<file path="src/hw/rtl/veob_pkg.sv">
// ----------------------------------------------------------------------------
// veob_pkg
// Shared types and constants of the vertex edge opacity blend pipeline.
// ----------------------------------------------------------------------------
`default_nettype none

package veob_pkg;

  localparam int unsigned Q15_W      = 16;
  localparam logic [15:0] ONE_Q15    = 16'd32768;

  // Magnitudes at or above ten (Q8.8) saturate the edge factor at once
  localparam int unsigned FAR_MAG    = 2560;
  localparam int unsigned MAG_BITS   = 12;
  localparam int unsigned SQ_W       = 23;
  localparam int unsigned SUM_W      = 25;
  localparam logic [24:0] TEN_SQ_Q16 = 25'd6553600;

  // Square root of the squared distance scaled to Q.30
  localparam int unsigned FRAC_SHIFT = 14;
  localparam int unsigned ROOT_W     = 19;
  localparam int unsigned RAD_W      = 2 * ROOT_W;
  localparam int unsigned REM_W      = ROOT_W + 2;

  // floor(d / 10) and floor(x / 5) by reciprocal multiplication
  localparam logic [18:0] RECIP10    = 19'd419431;
  localparam int unsigned DIV10_SH   = 22;
  localparam logic [17:0] RECIP5     = 18'd209716;
  localparam int unsigned DIV5_SH    = 20;
  localparam int unsigned EOP_IN_W   = 18;

  localparam int unsigned OUT_W      = 3 * Q15_W;

  // Register index decode
  localparam logic REG_PRESENCE = 1'b0;

  typedef struct packed {
    logic        sat;
    logic [15:0] alpha;
  } veob_side_t;

endpackage

`default_nettype wire

</file>
<file path="src/hw/rtl/veob_sqrt.sv">
// ----------------------------------------------------------------------------
// veob_sqrt
// Pipelined restoring square root, one root bit per register stage.
// ----------------------------------------------------------------------------
`default_nettype none

module veob_sqrt (
  input  wire logic                       clk_i,
  input  wire logic                       rst_ni,
  input  wire logic                       en_i,
  input  wire logic                       valid_i,
  input  wire logic [veob_pkg::RAD_W-1:0] rad_i,
  input  wire veob_pkg::veob_side_t       side_i,
  output logic                            valid_o,
  output logic [veob_pkg::ROOT_W-1:0]     root_o,
  output veob_pkg::veob_side_t            side_o
);

  import veob_pkg::*;

  logic [RAD_W-1:0]  rad_s  [ROOT_W+1];
  logic [REM_W-1:0]  rem_s  [ROOT_W+1];
  logic [ROOT_W-1:0] root_s [ROOT_W+1];
  veob_side_t        side_s [ROOT_W+1];
  logic [ROOT_W:0]   valid_s;

  logic [RAD_W-1:0]  rad_q  [ROOT_W];
  logic [REM_W-1:0]  rem_q  [ROOT_W];
  logic [ROOT_W-1:0] root_q [ROOT_W];
  veob_side_t        side_q [ROOT_W];
  logic [ROOT_W-1:0] valid_q;

  assign rad_s[0]   = rad_i;
  assign rem_s[0]   = '0;
  assign root_s[0]  = '0;
  assign side_s[0]  = side_i;
  assign valid_s[0] = valid_i;

  for (genvar k = 0; k < ROOT_W; k++) begin : g_stage
    logic [REM_W+1:0] cur;
    logic [REM_W+1:0] trial;
    logic [REM_W+1:0] diff;
    logic             fits;

    assign cur   = {rem_s[k], rad_s[k][RAD_W-1 -: 2]};
    assign trial = {2'b00, root_s[k], 2'b01};
    assign diff  = cur - trial;
    assign fits  = cur >= trial;

    always_ff @(posedge clk_i or negedge rst_ni) begin
      if (!rst_ni) begin
        valid_q[k] <= 1'b0;
      end else if (en_i) begin
        valid_q[k] <= valid_s[k];
      end
    end

    always_ff @(posedge clk_i) begin
      if (en_i) begin
        rad_q[k]  <= rad_s[k] << 2;
        rem_q[k]  <= fits ? diff[REM_W-1:0] : cur[REM_W-1:0];
        root_q[k] <= {root_s[k][ROOT_W-2:0], fits};
        side_q[k] <= side_s[k];
      end
    end

    assign rad_s[k+1]   = rad_q[k];
    assign rem_s[k+1]   = rem_q[k];
    assign root_s[k+1]  = root_q[k];
    assign side_s[k+1]  = side_q[k];
    assign valid_s[k+1] = valid_q[k];
  end

  assign valid_o = valid_s[ROOT_W];
  assign root_o  = root_s[ROOT_W];
  assign side_o  = side_s[ROOT_W];

endmodule

`default_nettype wire

</file>
<file path="config.mk">
export PLATFORM = sky130hd
export DESIGN_NAME = veob_sqrt
export DESIGN_NICKNAME = d
export VERILOG_FILES = /design/src/hw/rtl/veob_pkg.sv /design/src/hw/rtl/veob_sqrt.sv
export SDC_FILE = /design/constraint.sdc
export NUM_CORES = 1
export LEC_CHECK = 0
export ABC_CLOCK_PERIOD_IN_PS = 3250
export BUFFER_PORTS_ARGS = -buffer_cell sky130_fd_sc_hd__buf_2
export CAP_MARGIN = 10
export CORE_MARGIN = 3
export CORE_UTILIZATION = 30
export CTS_CLUSTER_SIZE = 24
export DETAILED_ROUTE_END_ITERATION = 12
export GPL_TIMING_DRIVEN = 1
export REMOVE_ABC_BUFFERS = 1
export SYNTH_ARGS = -nofsm -noshare
export SYNTH_HDL_FRONTEND = slang
export SYNTH_SLANG_ARGS = --single-unit
</file>
<file path="constraint.sdc">
create_clock -name clk_i -period 3.25 [get_ports clk_i]
set_input_delay 0.1625 -clock clk_i [delete_from_list [all_inputs] [get_ports clk_i]]
set_output_delay 0.1625 -clock clk_i [all_outputs]
set_load 0.02 [all_outputs]
</file>
==> results.ini, run 1 <==
[outcome]
status = complete, no violations

[floorplan]
fp.dieW_um = 418.5
core_mm2 = 0.1682
core.rowCount = 150
die_h_um = 418.5
io_pins = 96
die-area_mm2 = 0.1752
initial_core_util = 0.3036

[global_route]
grt_pass1_wl_um = 138000
grt_pass1_vias = 27920
grtUsageTotal = 0.09659
grt_max_degree = 104
gr-total-overflow = 0
antenna_found_initial = 0

[synthesis]
yosys.area.top_type = edfxtp_1
synth_seq_cells = 1226
synthFlopType = edfxtp_1
async_flop_share = 0.01550
synth_xor_area_frac = 0.04769
synth_top_area_frac = 0.7099
synth_compound_area_frac = 0.06757
synth_seq_area_share = 0.7192
synthAdderAreaFrac = 0.05146
synthTopCellsByArea = edfxtp_1 (71%), ha_1 (5.1%), xor2_1 (2.4%)
synth_mux_area_frac = 0.01196
syn_inst = 3438
syn_area_mm2 = 0.05106
syn_avg_cell_area_um2 = 14.85
synth-warning-count = 0
ys_types = 74
synth_top_family_by_area = simple AND/OR/NAND/NOR gates
yosys.area_share.simple = 0.07908
synth_edf_count = 1207

[drt]
wl_per_cell_um = 13.89
vias = 27240
wl_met3_um = 3394
ant_nets = 0
first_iter_violations = 1383
routed.top_layer = met4
drt_pass1_iterations = 5
drc_errors = 0
met2WireLength_um = 43890
wirelength_um = 84260
vias_per_cell = 4.490
wl_met1_um = 33650

[clock_tree]
clk_latency_ps = 750
cts_sinks = 1226
cts_made_buffers = 138
path_clk_slew_ps = 60
cts_tree = yes
cts_max_level = 4
cts_root_buf = clkbuf_16
clockBufferDepth = 3

[timing]
slew_viol_final = 0
fin_skew_ps = 27.63
period_minus_slack_ps = 3126
fmax_ghz = 0.3199
setup_viol = 0
worst_pin_slew_ps = 846.6
finalHoldViolations = 0
maxSlewHeadroom = 0.4337
period_share = 0.9617
worst_slack_ps = 124.4
rsz0062_at_grt = no

[worst_setup_path]
end_kind = register
worstSetupPathType = reg -> reg
cp.arrival_ps = 3600
cp.required_ps = 3730
path_max_fanout = 4
cp-start-kind = register

[pwr]
power.density_mw_per_mm2 = 660.0
leakagePower_nw = 22.13
ir_worst_vdd_mv = 0.4851

[hold_path]
hold_class = in -> reg

[run]
drv_cap = 0

[final_layout]
area_delta_synth_final_pct = 17.32
final.fill_count = 15980
antennaDiodeCount = 0
finalNetCount = 4029
utilization = 0.3562
drive_gt1_frac = 0.1134

[placed_design]
dpl.hpwl_um = 57180
gp_congestion = 0.8414
io_buffers = 95
dpl_worst_slack_ps = 124.1

## area by class of cell
| cell class | instances | area [um2] | share of cell area |
|---|---|---|---|
| sequential | 1226 | 36720 | 0.6131 |
| multi-input combinational | 1906 | 13200 | 0.2204 |
| clock buffer | 179 | 3650 | 0.06093 |
| tap | 2204 | 2758 | 0.04604 |
| timing repair buffer | 237 | 1969 | 0.03288 |
| clock inverter | 64 | 656.9 | 0.01097 |
| inverter | 251 | 942.2 | 0.01573 |
## worst paths after layout
check                                       startpoint                       to  slack [ps]  cells after the start
worst min register to register  side_q[6][7]$_DFFE_PP_   side_q[7][7]$_DFFE_PP_         390                      0
worst min-delay path                         rad_i[21]   rad_q[0][21]$_DFFE_PP_         130                      2
worst max-delay path            rem_q[11][0]$_DFFE_PP_  rem_q[12][20]$_DFFE_PP_         120                      9
worst max register to register  rem_q[11][0]$_DFFE_PP_  rem_q[12][20]$_DFFE_PP_         120                      9
max in group asynchronous                       rst_ni  valid_q[11]$_DFFE_PN0P_        2110                      3
min in group asynchronous                       rst_ni   valid_q[0]$_DFFE_PN0P_         600                      3
## logic make-up after synthesis
| family | Yosys count |
|---|---|
| AO/OA/AOI/OAI | 555 |
| flip-flops | 1226 |
| AND/OR/NAND/NOR | 807 |
| buffers and inverters | 306 |
| other | 1 |
| multiplexers | 55 |
| adder cells (fa/ha/maj) | 210 |
| XOR/XNOR | 278 |
## routing by layer
layer  vias to the layer above  global-route usage
met5                         -                   0
met4                         0             0.04607
met3                       226             0.02290
met2                       515              0.1768
met1                     12980              0.1043
li1                      13520                   -
## cells in the final DEF, fill, tap and decap left out, drive strengths merged, types with 10 or more instances in the layout
| master | synthesis | final |
|---|---|---|
| inv | 251 | 258 |
| a21oi | 179 | 179 |
| ha | 210 | 210 |
| nand2b | 40 | 40 |
| or2 | 16 | 16 |
| xor2 | 140 | 140 |
| or4 | 21 | 21 |
| o21bai | 11 | 11 |
| or3 | 29 | 29 |
| nand2 | 190 | 190 |
| o21ai | 143 | 143 |
| mux2i | 10 | 10 |
| o31ai | 20 | 20 |
| mux2 | 45 | 45 |
| a31oi | 19 | 19 |
| dfrtp | 19 | 19 |
| clkbuf | 45 | 179 |
| nor2 | 208 | 208 |
| nor3 | 81 | 81 |
| clkinv | 0 | 45 |
| nor4 | 47 | 47 |
| xnor2 | 138 | 138 |
| and2 | 10 | 10 |
| and3 | 14 | 14 |
| buf | 10 | 177 |
| dlygate4sd3 | 0 | 60 |
| o21a | 35 | 35 |
| a211oi | 24 | 24 |
| edfxtp | 1207 | 1207 |
| nand3 | 43 | 43 |
| a21o | 47 | 47 |
| o211ai | 10 | 10 |
| nand4 | 38 | 38 |
| nor2b | 36 | 36 |
## registers in the layout, summed over array words and instances (netlist names)
register and flops:
valid_o 1, rem_q 352, side_q 323, valid_q 18, root_q 190, rad_q 342
## report_power, final
part | internal, W | switching (W) | total, W | leakage [nW]
sequential | 0.0193 | 0.000818 | 0.0202 | 11.8
combinational | 0.00209 | 0.00262 | 0.00471 | 8.20
clock | 0.00860 | 0.00606 | 0.0147 | 2.08
## Yosys cell counts, types with 5 or more instances
| cell | count |
|---|---|
| a31oi_1 | 19 |
| a211oi_1 | 23 |
| or3_1 | 28 |
| a21o_1 | 47 |
| nand2b_1 | 40 |
| xor2_1 | 140 |
| edfxtp_1 | 1207 |
| nand3_1 | 43 |
| o31ai_1 | 20 |
| o21bai_1 | 11 |
| and3_1 | 14 |
| nand2_1 | 189 |
| nand4_1 | 38 |
| o22ai_1 | 5 |
| and2_1 | 10 |
| buf_2 | 6 |
| o211a_1 | 6 |
| or2_2 | 15 |
| nor3b_1 | 9 |
| clkbuf_1 | 45 |
| a2111oi_0 | 6 |
| xnor2_1 | 138 |
| o2111ai_1 | 6 |
| ha_1 | 210 |
| o21a_1 | 35 |
| o211ai_1 | 10 |
| nor2b_1 | 36 |
| nor2_1 | 208 |
| inv_1 | 251 |
| or4_1 | 19 |
| o21ai_0 | 142 |
| and4_1 | 5 |
| mux2i_1 | 10 |
| a41oi_1 | 5 |
| nor3_1 | 81 |
| a21oi_1 | 179 |
| mux2_2 | 44 |
| nand3b_1 | 9 |
| nor4_1 | 44 |
| dfrtp_1 | 19 |
| a21boi_0 | 7 |
## per-stage QoR
step	cells	area (um2)	total power [W]	TNS (ps)	hold slack [ps]
2_1_floorplan	3383	50830	0.02351	-6871	-133.1
3_3_place_gp	5763	54960	0.02504	0	112.5
3_5_place_dp	5763	54960	0.02515	0	126.1
4_1_cts	6066	59870	0.04022	0	30.45
5_1_grt	6067	59900	0.04163	0	63.29
6_report	6067	59900	0.03953	0	125.4
## critical path, cell delays in order (launching register included)
cell	delay, ps
edfxtp_1	410
ha_1	360
nor2b_1	160
o2111ai_1	280
a31oi_2	240
a32o_1	260
a211oi_1	320
nand3_1	160
or4b_1	530
xnor2_1	140
## timing repair
action,in CTS,in global routing
endpoints found under the setup margin,0,10
hold buffers,60,0
setup buffers,0,1
resized for setup,0,5
hold endpoints to repair,158,0
Power figures use the tool's default switching activity.
==> inputs of run 2 (changes only) <==
--- a/config.mk
+++ b/config.mk
@@ -5,13 +5,14 @@
 export SDC_FILE = /design/constraint.sdc
 export NUM_CORES = 1
 export LEC_CHECK = 0
-export ABC_CLOCK_PERIOD_IN_PS = 3250
+export ABC_CLOCK_PERIOD_IN_PS = 3600
 export BUFFER_PORTS_ARGS = -buffer_cell sky130_fd_sc_hd__buf_2
 export CAP_MARGIN = 10
 export CORE_MARGIN = 3
 export CORE_UTILIZATION = 30
 export CTS_CLUSTER_SIZE = 24
 export DETAILED_ROUTE_END_ITERATION = 12
+export GPL_ROUTABILITY_DRIVEN = 1
 export GPL_TIMING_DRIVEN = 1
 export REMOVE_ABC_BUFFERS = 1
 export SYNTH_ARGS = -nofsm -noshare
==> constraint.sdc (replaced) <==
create_clock -name clk_i -period 3.6 [get_ports clk_i]
set_input_delay 0.18 -clock clk_i [delete_from_list [all_inputs] [get_ports clk_i]]
set_output_delay 0.18 -clock clk_i [all_outputs]
set_load 0.02 [all_outputs]
==> run 2 against run 1 <==
Net effect:
- via count decreased by 0.86%
- critical path type unchanged
- non-clock buffer count decreased by 21
- global-route usage is 0.18 points lower
- count of clock-buffer cells in the layout down 14
==> results.ini, run 2 (synthesis results as in run 1) <==
[worst_setup_path]
cpPeakStageDelay_ps = 460
cp.required_ps = 4080
path_max_fanout = 9
ff2ff_path_depth = 10
crit_buf_inv = 2
critical_path.slowest_cell = or3b_2
rrSetupSlack_ps = 280
path_delay_family = simple AND/OR/NAND/NOR gates
worstReg2RegStart = rem_q[16][0]$_DFFE_PP_
timing.rr.end = rem_q[17][12]$_DFFE_PP_
worstSetupPathType = reg -> reg
cp-start-kind = register
cp.arrival_ps = 3800
end_kind = register
crit_chain = ha_1, o21ai_0, a211oi_1, buf_4, or3b_2, nand4_1, a32oi_1, and2_1, inv_1, mux2_2

[placed_design]
dp.cells = 5743
place_area_mm2 = 0.05472
gp_congestion = 0.8583
io_buffers = 95
dpl.hpwl_um = 55970

[timing]
finalHoldViolations = 0
period_minus_slack_ps = 3324
fin_skew_ps = 51.52
fmax_ghz = 0.3009
period_share = 0.9233
maxSlewHeadroom = 0.4416
slew_viol_final = 0
setup_viol = 0
rsz0062_at_grt = no
worst_pin_slew_ps = 834.8

[final_layout]
final_area_mm2 = 0.05958
drive_gt1_frac = 0.1084
final_common_cell = edfxtp_1
multi_input_area_mm2 = 0.01318
largest_reg_flops = 352
area_delta_synth_final_pct = 16.70
regMostFlops = rem_q
seq_area_mm2 = 0.03672
reg_top3 = rem_q (352), rad_q (342), side_q (323)
final_cell_mix = edfxtp_1 (1207), inv_1 (251), ha_1 (210)
final.fill_count = 15920
utilization = 0.3543
fin_cells = 6043
finalNetCount = 4005
antennaDiodeCount = 0

[floorplan]
core.rowCount = 150
fp.dieW_um = 418.5
io_pins = 96
die_h_um = 418.5
die-area_mm2 = 0.1752
core_mm2 = 0.1682
initial_core_util = 0.3036

[clock_tree]
cts_setup_buffers = 0
cts_sinks = 1226
cts_max_level = 4
clockBufferDepth = 3
cts_tree = yes
clk_latency_ps = 770
cts_made_buffers = 135
path_clk_slew_ps = 60
cts_root_buf = clkbuf_16

[drt]
ant_nets = 0
wl_per_cell_um = 13.73
first_iter_violations = 1281
drt_pass1_iterations = 5
wirelength_um = 82950
vias = 27000
drc_errors = 0
vias_per_cell = 4.469

[hold_path]
hold_path_depth = 2
min_to = rad_q[0][31]$_DFFE_PP_
hold_class = in -> reg
min_from = rad_i[31]

[pwr]
switchingPower_w = 0.008513
ir_worst_vdd_mv = 0.5549
p_int_w = 0.02706
leakagePower_nw = 21.99
power.share.clock = 0.370
pwr-share-seq = 0.511
p_comb_frac = 0.119
power.density_mw_per_mm2 = 597.0
switching_share = 0.2393

[global_route]
gr-total-overflow = 0
antenna_found_initial = 0
grt_pass1_wl_um = 135600
grtUsageTotal = 0.09477
grt_max_degree = 123
grt_pass1_vias = 27780

[run]
drv_cap = 0

[outcome]
status = complete, no violations

[run 2: what timing repair did]
item,4_1_cts,5_1_grt
hold buffers,60,0
resized for setup,0,0
hold endpoints to repair,169,0
[run 2: layout make-up]
cell class	instances	share of cell area
inverter	251	0.01581
sequential	1226	0.6163
clock buffer	165	0.05966
multi-input combinational	1906	0.2212
clock inverter	75	0.01180
tap	2204	0.04628
timing repair buffer	216	0.02894
[run 2: metal layers]
metal | vias up | track usage | wire (um)
met5 | - | 0 | 0
met4 | 0 | 0.05522 | 4249
met3 | 247 | 0.02179 | 3163
li1 | 13450 | - | -
met2 | 456 | 0.1717 | 42520
met1 | 12850 | 0.1003 | 33020
[run 2: worst max-delay path by stage]
stage / startpoint / to / slack (ps) / cells after the start
detailed placement: rem_q[7][10]$_DFFE_PP_ / rem_q[8][20]$_DFFE_PP_ / 290 / 8
global placement: rem_q[7][11]$_DFFE_PP_ / rem_q[8][20]$_DFFE_PP_ / 360 / 8
floorplan: rem_q[14][5]$_DFFE_PP_ / rem_q[15][14]$_DFFE_PP_ / -100 / 8
CTS: rem_q[7][10]$_DFFE_PP_ / rem_q[8][20]$_DFFE_PP_ / 280 / 8
finish: rem_q[16][0]$_DFFE_PP_ / rem_q[17][12]$_DFFE_PP_ / 280 / 10
global route: rem_q[16][0]$_DFFE_PP_ / rem_q[17][12]$_DFFE_PP_ / 160 / 10
[run 2: power groups by stage]
| stage | Sequential, W | Clock [W] | Combinational, W |
|---|---|---|---|
| floorplan | 0.0183 | 0 | 0.00297 |
| global placement | 0.0185 | 0 | 0.00409 |
| detailed placement | 0.0185 | 0 | 0.00418 |
| CTS | 0.0182 | 0.0137 | 0.00425 |
| global route | 0.0183 | 0.0143 | 0.00475 |
| finish | 0.0182 | 0.0132 | 0.00422 |
[run 2: through the flow]
| stage | hold slack (ps) | setup WS [ps] | power [W] | TNS [ps] |
|---|---|---|---|---|
| floorplan | -115.6 | -100.9 | 0.02122 | -145.1 |
| global placement | 128.3 | 360.7 | 0.02255 | 0 |
| detailed placement | 140.9 | 285.3 | 0.02267 | 0 |
| CTS | 35.76 | 275.9 | 0.03616 | 0 |
| global route | 74.79 | 162.6 | 0.03738 | 0 |
| finish | 127.6 | 276.2 | 0.03557 | 0 |
==> inputs of run 3 (changes only) <==
--- a/config.mk
+++ b/config.mk
@@ -5,11 +5,12 @@
 export SDC_FILE = /design/constraint.sdc
 export NUM_CORES = 1
 export LEC_CHECK = 0
-export ABC_CLOCK_PERIOD_IN_PS = 3600
+export ABC_CLOCK_PERIOD_IN_PS = 3000
 export BUFFER_PORTS_ARGS = -buffer_cell sky130_fd_sc_hd__buf_2
 export CAP_MARGIN = 10
 export CORE_MARGIN = 3
 export CORE_UTILIZATION = 30
+export CTS_BUF_LIST = sky130_fd_sc_hd__clkbuf_4
 export CTS_CLUSTER_SIZE = 24
 export DETAILED_ROUTE_END_ITERATION = 12
 export GPL_ROUTABILITY_DRIVEN = 1
==> constraint.sdc (replaced) <==
create_clock -name clk_i -period 3 [get_ports clk_i]
set_input_delay 0.15 -clock clk_i [delete_from_list [all_inputs] [get_ports clk_i]]
set_output_delay 0.15 -clock clk_i [all_outputs]
set_load 0.02 [all_outputs]
==> run 3 against run 2 <==
Net effect:
- worst hold slack gained 61 ps
- maximum frequency grew 13%
- sequential share of layout area shrank 1.7 points
- utilization is 1.0 points higher
- combinational power increased by 31%
- non-clock buffer count grew 191
- power increased by 16%
- count of clock-buffer cells in the layout is 315 higher
- via count is 7.0% higher
- global-route usage increased by 0.45 points
- setup slack lost 210 ps
- critical endpoint is now rem_q[15][14]$_DFFE_PP_
==> results.ini, run 3 (synthesis results as in run 1) <==
[placed_design]
dpl_worst_slack_ps = -53.91
io_buffers = 95
dpl.hpwl_um = 56850
place_area_mm2 = 0.05547
gp_congestion = 0.8528

[worst_setup_path]
cp.arrival_ps = 3860
worstSetupPathType = reg -> reg
path_delay_family = compound AO/OA/AOI/OAI gates
path_max_fanout = 4
critical_path.slowest_cell = a2111oi_2
cp.required_ps = 3930
crit_chain = ha_1, nor2b_1, o31a_1, o31ai_1, a21oi_1, a2111oi_2, nor3_1, xor2_1, mux2_2
cp_num_cells = 9
crit_buf_inv = 0
ff2ff_path_depth = 9
end_kind = register
cpPeakStageDelay_ps = 410
cp-start-kind = register

[timing]
worst_pin_slew_ps = 857.5
whs_ps = 189.1
period_share = 0.9778
fin_skew_ps = 179.4
setup_viol = 0
worst_slack_ps = 66.63
fmax_ghz = 0.3409
period_minus_slack_ps = 2933
rsz0062_at_grt = yes
slew_viol_final = 0
maxSlewHeadroom = 0.4265
finalHoldViolations = 0

[floorplan]
fp.dieW_um = 418.5
die-area_mm2 = 0.1752
initial_core_util = 0.3036
die_h_um = 418.5
core.rowCount = 150
core_mm2 = 0.1682
io_pins = 96

[final_layout]
finalNetCount = 4401
reg_top3 = rem_q (352), rad_q (342), side_q (323)
final_area_mm2 = 0.06132
drive_gt1_frac = 0.2024
area_delta_synth_final_pct = 20.11
final_common_cell = edfxtp_1
largest_reg_flops = 352
utilization = 0.3647
regMostFlops = rem_q
final_cell_mix = edfxtp_1 (1207), clkbuf_4 (480), inv_1 (250)

[pwr]
power.density_mw_per_mm2 = 673.7
ir_worst_vdd_mv = 0.3945
leakagePower_nw = 23.25
power_w = 0.04131

[drt]
wirelength_um = 86860
vias_per_cell = 4.406
first_iter_violations = 1337
ant_nets = 0
wl_per_cell_um = 13.25
drt_pass1_iterations = 5
vias = 28880
drc_errors = 0

[clock_tree]
cts_sinks = 1226
cts_tree = yes
cts_max_level = 5
clockBufferDepth = 4
cts_made_buffers = 340
cts_root_buf = clkbuf_4
path_clk_slew_ps = 60
clk_latency_ps = 1300

[hold_path]
hold_path_depth = 3
hold_class = in -> reg

[run]
drv_cap = 0

[global_route]
grt_pass1_wl_um = 142400
grtUsageTotal = 0.09928
grt_max_degree = 102
grt_pass1_vias = 30170
gr-total-overflow = 0
antenna_found_initial = 3

[outcome]
status = complete, no violations

==> run 3: cell count changes in the layout (fill, tap and decap cells not counted), moves of 20 or more <==
cell / before / now
buf_4: 47 / 142
dlygate4sd3_1: 60 / 150
clkinv_1: 29 / 49
clkbuf_16: 138 / 0
clkbuf_1: 27 / 0
clkbuf_4: 0 / 480
==> run 3: area by class of cell <==
type / instances / area, um2
timing repair buffer: 407 / 3466
clock inverter: 68 / 380.4
tap: 2204 / 2758
sequential: 1226 / 36720
multi-input combinational: 1906 / 13420
antenna: 13 / 32.53
clock buffer: 480 / 3603
fill: 16010 / 106800
inverter: 251 / 942.2
==> run 3: worst min-delay path: cells and delay by family <==
kind	cells	cell delay [ps]
buf+inv	3	1140
==> run 3: where the power goes <==
group	internal, W	total (W)	switching [W]
clock network	0.00761	0.0140	0.00637
registers	0.0209	0.0218	0.000872
logic	0.00256	0.00552	0.00295
==> run 3: metal layers <==
metal / global-route usage / share of wire / wire length [um] / up-vias
met3: 0.03031 / 0.049 / 4271 / 246
met4: 0.05450 / 0.039 / 3383 / 0
li1: - / - / - / 14480
met5: 0 / 0 / 0 / -
met2: 0.1797 / 0.52 / 45440 / 623
met1: 0.1017 / 0.39 / 33770 / 13540
==> run 3: path summary, 6_finish.rpt <==
check	start	end	slack (ps)
min reg2reg	rad_q[14][32]$_DFFE_PP_	rad_q[15][34]$_DFFE_PP_	300
min	rad_i[9]	rad_q[0][9]$_DFFE_PP_	190
max	rem_q[14][0]$_DFFE_PP_	rem_q[15][14]$_DFFE_PP_	70
max in group asynchronous	rst_ni	valid_q[6]$_DFFE_PN0P_	1790
min in group asynchronous	rst_ni	valid_q[7]$_DFFE_PN0P_	600
max reg2reg	rem_q[14][0]$_DFFE_PP_	rem_q[15][14]$_DFFE_PP_	70
==> run 3: per-stage QoR <==
| step | std cells | TNS, ps |
|---|---|---|
| after CTS | 6533 | 0 |
| after floorplan | 3383 | -20600 |
| after global placement | 5834 | 0 |
| final | 6555 | 0 |
| after global routing | 6552 | -62.98 |
| after detailed placement | 5834 | -213.0 |
==> run 3: timing repair <==
action | 4_1_cts | 5_1_grt
gates resized for setup | 17 | 46
hold buffers | 151 | 0
setup buffers | 0 | 9
pin swaps | 2 | 15
endpoints found under the hold margin | 1301 | 0
setup endpoints to repair | 18 | 90
